**src/design/lcd_pkg.sv**
```systemverilog
`default_nettype none

package lcd_pkg;

	localparam int NumRows  = 8;
	localparam int NumCols  = 16;
	localparam int NumPairs = NumCols * (NumCols - 1) / 2;

	localparam logic ActEncode = 1'b0;
	localparam logic ActDecode = 1'b1;

	// Rows of the parity-check matrix; bit 15-j of a row holds column j.
	localparam logic [NumCols-1:0] HRows [NumRows] = '{
		16'hF380, 16'h0F40, 16'h5720, 16'hCA10,
		16'hA908, 16'h6D04, 16'h9B02, 16'hB501
	};

	typedef logic [NumRows-1:0]  syn_t;
	typedef logic [NumCols-1:0]  word_t;
	typedef logic [NumPairs-1:0] pairs_t;

	typedef struct packed {
		word_t  single;
		pairs_t pair;
	} match_t;

	// Column j of the matrix, laid out as a syndrome (bit 7-i from row i).
	function automatic syn_t h_col(input int j);
		syn_t c;
		c = '0;
		for (int i = 0; i < NumRows; i++) begin
			c[NumRows-1-i] = HRows[i][NumCols-1-j];
		end
		return c;
	endfunction

	function automatic syn_t syndrome(input word_t w);
		syn_t s;
		s = '0;
		for (int i = 0; i < NumRows; i++) begin
			s[NumRows-1-i] = ^(HRows[i] & w);
		end
		return s;
	endfunction

	// Position of pair (i, j), i < j, in ascending scan order.
	function automatic int pair_idx(input int i, input int j);
		return i * (NumCols - 1) - (i * (i - 1)) / 2 + (j - i - 1);
	endfunction

endpackage

`default_nettype wire

```
**src/design/lcd_in_if.sv**
```systemverilog
`default_nettype none

interface lcd_in_if;
	logic        valid;
	logic        ready;
	logic        action;
	logic [15:0] data_in;

	modport source (output valid, output action, output data_in, input ready);
	modport sink   (input valid, input action, input data_in, output ready);
endinterface

`default_nettype wire

```
**src/design/lcd_out_if.sv**
```systemverilog
`default_nettype none

interface lcd_out_if;
	logic        valid;
	logic        ready;
	logic [15:0] data_out;

	modport source (output valid, output data_out, input ready);
	modport sink   (input valid, input data_out, output ready);
endinterface

`default_nettype wire

```
**src/design/lcd_match.sv**
```systemverilog
`default_nettype none

module lcd_match
	import lcd_pkg::*;
(
	input  syn_t   syn,
	output match_t match
);

	for (genvar j = 0; j < NumCols; j++) begin : g_single
		assign match.single[j] = (syn == h_col(j));
	end

	for (genvar i = 0; i < NumCols - 1; i++) begin : g_row
		for (genvar j = i + 1; j < NumCols; j++) begin : g_pair
			assign match.pair[pair_idx(i, j)] = (syn == (h_col(i) ^ h_col(j)));
		end
	end

endmodule

`default_nettype wire

```
**src/design/linear_16_8_dec_codec_core.sv**
```systemverilog
// (16,8) linear block codec with double error correction.
// Input channel din carries action and data_in: with action low the byte in
// data_in[7:0] is encoded into a 16-bit codeword; with action high data_in is
// taken as a received word and the corrected byte is returned in bits 7..0.
// Output channel dout carries data_out, one item for every input item, in order.
// Both channels use valid/ready; an item moves when both are high.
// The pipeline has three register stages: syndrome, column and pair matching,
// then first-pair selection with the correction. An item accepted into the
// syndrome stage passes the match stage and then the output stage before it is
// valid on data_out; one item is taken every cycle while din.ready is high.
// When the receiver holds ready low with a result waiting, the whole pipeline
// freezes and din.ready falls in the same cycle, so nothing is lost or
// repeated. Reset clears the valid bits only; the block has no other state and
// needs no configuration.
`default_nettype none

module linear_16_8_dec_codec_core
	import lcd_pkg::*;
(
	input  wire logic clk,
	input  wire logic arst_n,
	lcd_in_if.sink    din,
	lcd_out_if.source dout
);

	logic   adv;
	logic   v_s1, v_s2, v_s3;
	logic   act_s1, act_s2, act_s3;
	word_t  word_s1, word_s2;
	syn_t   syn_s1, syn_s2;
	match_t match_c, match_s2;
	word_t  data_s3;
	word_t  word_in;
	pairs_t first_c;
	word_t  flip_c;
	word_t  fixed_c;

	assign adv       = !v_s3 || dout.ready;
	assign din.ready = adv;

	// Encoding computes the syndrome of the byte placed above zero parities.
	assign word_in = (din.action == ActDecode) ? din.data_in : {din.data_in[7:0], 8'h00};

	always_ff @(posedge clk or negedge arst_n) begin
		if (!arst_n) begin
			v_s1 <= 1'b0;
			v_s2 <= 1'b0;
			v_s3 <= 1'b0;
		end else if (adv) begin
			v_s1 <= din.valid;
			v_s2 <= v_s1;
			v_s3 <= v_s2;
		end
	end

	always_ff @(posedge clk) begin
		if (adv) begin
			act_s1   <= din.action;
			word_s1  <= word_in;
			syn_s1   <= syndrome(word_in);
			act_s2   <= act_s1;
			word_s2  <= word_s1;
			syn_s2   <= syn_s1;
			match_s2 <= match_c;
			act_s3   <= act_s2;
			data_s3  <= (act_s2 == ActDecode) ? {8'h00, fixed_c[15:8]}
			                                  : {word_s2[15:8], syn_s2};
		end
	end

	lcd_match u_match (
		.syn   (syn_s1),
		.match (match_c)
	);

	// Only the first matching pair in scan order is corrected.
	assign first_c = match_s2.pair & (~match_s2.pair + {{(NumPairs-1){1'b0}}, 1'b1});

	always_comb begin
		flip_c = '0;
		for (int j = 0; j < NumCols; j++) begin
			flip_c[NumCols-1-j] = match_s2.single[j];
		end
		for (int i = 0; i < NumCols - 1; i++) begin
			for (int j = i + 1; j < NumCols; j++) begin
				flip_c[NumCols-1-i] = flip_c[NumCols-1-i] ^ first_c[pair_idx(i, j)];
				flip_c[NumCols-1-j] = flip_c[NumCols-1-j] ^ first_c[pair_idx(i, j)];
			end
		end
	end

	assign fixed_c = word_s2 ^ flip_c;

	assign dout.valid    = v_s3;
	assign dout.data_out = data_s3;

	a_pair_once: assert property (@(posedge clk) disable iff (!arst_n)
		v_s2 |-> $onehot0(first_c))
		else $error("more than one pair selected for correction");

	a_zero_syn: assert property (@(posedge clk) disable iff (!arst_n)
		(v_s2 && syn_s2 == '0) |-> (match_s2.single == '0 && match_s2.pair == '0))
		else $error("zero syndrome produced a correction");

	a_dec_upper: assert property (@(posedge clk) disable iff (!arst_n)
		(v_s3 && act_s3 == ActDecode) |-> (data_s3[15:8] == 8'h00))
		else $error("decoded item has non-zero upper byte");

	a_advance: assert property (@(posedge clk) disable iff (!arst_n)
		(v_s1 && adv) |=> v_s2)
		else $error("item lost between syndrome and match stages");

endmodule

`default_nettype wire
```
**src/flat_wrapper.sv**
```systemverilog
// flat-port wrapper written by rule: the top's interface ports become plain ports
module linear_16_8_dec_codec_core_flat import lcd_pkg::*;
  (clk, arst_n, din_valid, din_action, din_data_in, din_ready, dout_valid, dout_data_out, dout_ready);
  lcd_in_if din_i ();
  lcd_out_if dout_i ();
  input  wire logic clk;
  input  wire logic arst_n;
  input wire logic [$bits(din_i.valid)-1:0] din_valid;
  input wire logic [$bits(din_i.action)-1:0] din_action;
  input wire logic [$bits(din_i.data_in)-1:0] din_data_in;
  output wire logic [$bits(din_i.ready)-1:0] din_ready;
  output wire logic [$bits(dout_i.valid)-1:0] dout_valid;
  output wire logic [$bits(dout_i.data_out)-1:0] dout_data_out;
  input wire logic [$bits(dout_i.ready)-1:0] dout_ready;
  assign din_i.valid = din_valid;
  assign din_i.action = din_action;
  assign din_i.data_in = din_data_in;
  assign din_ready = din_i.ready;
  assign dout_valid = dout_i.valid;
  assign dout_data_out = dout_i.data_out;
  assign dout_i.ready = dout_ready;
  linear_16_8_dec_codec_core u_core (.clk(clk), .arst_n(arst_n), .din(din_i), .dout(dout_i));
endmodule
```
**config.mk**
```make
export PLATFORM = sky130hd
export DESIGN_NAME = linear_16_8_dec_codec_core_flat
export DESIGN_NICKNAME = d
export VERILOG_FILES = /design/src/design/lcd_pkg.sv /design/src/design/lcd_in_if.sv /design/src/design/lcd_out_if.sv /design/src/design/lcd_match.sv /design/src/design/linear_16_8_dec_codec_core.sv /design/src/flat_wrapper.sv
export SDC_FILE = /design/constraint.sdc
export NUM_CORES = 1
export LEC_CHECK = 0
export BUFFER_PORTS_ARGS = -buffer_cell sky130_fd_sc_hd__buf_2
export CAP_MARGIN = 20
export CORE_ASPECT_RATIO = 1.4
export CORE_MARGIN = 2
export CORE_UTILIZATION = 61
export CTS_CLUSTER_DIAMETER = 100
export DETAILED_ROUTE_END_ITERATION = 12
export GPL_ROUTABILITY_DRIVEN = 0
export MAX_ROUTING_LAYER = met4
export PLACE_DENSITY = 0.87
export REMOVE_ABC_BUFFERS = 1
export SYNTH_ARGS = -nofsm -noshare
export SYNTH_HDL_FRONTEND = slang
export SYNTH_HIERARCHICAL = 1
export SYNTH_SLANG_ARGS = --single-unit
```
**constraint.sdc**
```tcl
create_clock -name clk -period 6.65 [get_ports clk]
set_input_delay 1.33 -clock clk [delete_from_list [all_inputs] [get_ports clk]]
set_output_delay 1.33 -clock clk [all_outputs]
set_load 0.02 [all_outputs]
```
==> impl_summary.log <==
[metrics] run status: complete, no violations
[metrics] number of top-level design ports: 39
[metrics] Floorplan Core Area: 11,900 sq um
[metrics] post-placement setup slack: 2.80 ns
[metrics] number of maximum-capacitance constraint violations: 0
[metrics] largest fanout of any net on the critical path: 78
[metrics] share of the clock period used by the worst path after layout: 58.1%
[metrics] first-pass GRT wire length: 28,800 um
[metrics] Std-Cell Rows: 47
[metrics] synthesized area: 7480 sq um
[metrics] global router's overall resource usage: 30.2%
[metrics] Post-Route WL: 18,800 um
[metrics] starting utilization of the core area: 63.0%
[metrics] WS Path Type: in -> out
[metrics] clock-pin slew of the registers on the worst-case setup and hold paths: 0.06 ns
[metrics] initial DRC count: 684
[metrics] Layout Cells excl Fill: a little over 800
[metrics] ANT cells: 0
[metrics] Via density: 6.70
[metrics] cells after synthesis: 623
[metrics] Total Neg Setup Slack: 0 ns
[metrics] RSZ-0062 raised after global routing: false
[metrics] CTS H-tree depth: 4
[metrics] Peak supply drop: approximately 0.00029 V
[metrics] class of the most critical hold timing path: reg -> reg
[metrics] DRC violation count after routing: 0
[metrics] Die ar.: about 13,000 sq um
[metrics] number of synthesis warnings: 6
[metrics] met3 wirelength from detailed routing: 1750 um
[metrics] number of hold violations in the final report: 0
[metrics] TritonCTS buffer count: 17
[metrics] detailed-routing wirelength on met1: 6010 um
[metrics] syn avg cell area: 12.0 sq um
[metrics] Setup Fix Bufs, Post-CTS: 0
[metrics] number of antenna violations at the first check in global routing: 0
[metrics] required time at the endpoint of the critical path: 5.32 ns
[metrics] area of the multi-input gates: 2670 sq um
[metrics] maximum clock frequency: 0.259 GHz
[metrics] fillcell total: 763
[metrics] routed vias: 5,444
[metrics] worst rel slew slack: about a third
[metrics] maximum number of pins on one net before global-route repair: 79
[metrics] worst path setup slack after routing: approximately 2.8 ns
[metrics] number of instances resized during post-cts repair: 0
[metrics] number of I/O port buffers: 38
[metrics] iteration count of the initial detailed-routing pass: 8
[metrics] leakage: 2.93 nW
[metrics] Setup-failing EPs final: 0
[metrics] CTS tree: done
[metrics] grt total ovfl: 0
[metrics] power per standard cell area: 379 nW/um^2
[metrics] critical path endpoint category: primary output
[metrics] DR WL/cell: 23.1 um
[metrics] Post-CTS Hold Fix Bufs: 0
[metrics] worst hold margin: 0.419 ns
[metrics] die width: approximately 100 um
[metrics] Clk Latency, worst-skew pair: 0.43 ns
[metrics] worst clock skew on the final layout: about 0.010 ns
[metrics] max-slew violation total from the final report: 0
[metrics] via count of the first global-routing pass: 5,300
[metrics] Worst Setup Start Kind: primary input
[metrics] placed insts: 780
[metrics] area growth from synthesis to layout: 11.8%
[metrics] max layer used: met4
[metrics] Die Ht: 135 um
[metrics] met2 wire length: 9680 um
[metrics] placed wire-length estimate after detailed placement: 12,300 um
[metrics] Clock Sink Count: 153
[metrics] number of buffers on the longest clock path: 2
[metrics] area taken by flip-flops and latches: 4580 sq um
[metrics] arrival time at the worst endpoint: 2.53 ns
[metrics] post-route ant nets: 0
[metrics] power after layout: 3.17 mW
[metrics] Worst Max-Slew Pin Slew: 1.01 ns
[metrics] share of cells above drive strength 1: 14.3%
[metrics] Final Net Count: 673
[metrics] buffer cell driving the clock tree root: clkbuf_16
[metrics] Final min period: between 3 and 4 ns
-- worst max-delay path: stages --
cell      delay (ns)
buf_2           0.08
nand2b_4        0.76
buf_2           0.31
-- layout by cell type (no fill, tap or decap), drive strengths merged, types with 11 or more instances in the layout --
cell type / n
a21oi: 18
buf: 41
clkbuf: 17
edfxtp: 150
inv: 27
nand2: 14
nand4bb: 12
nor2: 131
nor2b: 12
nor3: 21
nor4: 11
or4: 13
xnor2: 41
xor2: 11
-- layer usage --
layer | GRT usage [%] | up-vias
li1 | - | 2376
met1 | 31.9 | 2571
met2 | 51.6 | 389
met3 | 5.95 | 108
met4 | 19.8 | 0
met5 | - | -
-- sequential cells by signal (all words and copies together) (netlist names) --
register and count:
u_core/syn_s2 8, u_core/v_s2 1, u_core/match_s2 100, u_core/v_s1 1, u_core/act_s1 1, u_core/act_s2 1, u_core/word_s1 8, u_core/dout.valid 1
u_core/syn_s1 8, u_core/dout.data_out 16, u_core/word_s2 8
-- metrics by stage --
stage               util [%]  area [sq um]
floorplan                  -          7340
global placement        65.2          7740
detailed placement      65.2          7740
CTS                     70.4          8370
global route            70.4          8370
finish                  70.4          8370
-- path summary, 6_finish.rpt --
path	cells past startpoint	slack [ns]	from	endpoint
min in group asynchronous	1	0.69	arst_n	u_core/v_s2$_DFFE_PN0P_
worst min-delay path	0	0.42	u_core/word_s1[10]$_DFFE_PP_	u_core/word_s2[10]$_DFFE_PP_
worst max register to register	7	3.45	u_core/match_s2[48]$_DFFE_PP_	u_core/dout.data_out[4]$_DFFE_PP_
worst min register to register	0	0.42	u_core/word_s1[10]$_DFFE_PP_	u_core/word_s2[10]$_DFFE_PP_
max in group asynchronous	1	5.86	arst_n	u_core/v_s1$_DFFE_PN0P_
worst max-delay path	3	2.79	dout_ready	din_ready
-- where the power goes --
group | switching [mW] | internal [mW]
logic | 0.423 | 0.237
registers | 0.188 | 1.31
clock network | 0.381 | 0.628
total | 0.993 | 2.18
-- cell type report --
| class | count | area share, % |
|---|---|---|
| Sequential cell | 153 | 54.7 |
| Clock buffer | 17 | 5.08 |
| Inverter | 26 | 1.17 |
| Timing Repair Buffer | 41 | 2.54 |
| Tap cell | 147 | 2.20 |
| Clock inverter | 15 | 2.41 |
| Multi-Input combinational cell | 413 | 31.9 |
Note: power is estimated with default switching activity, not from simulation.
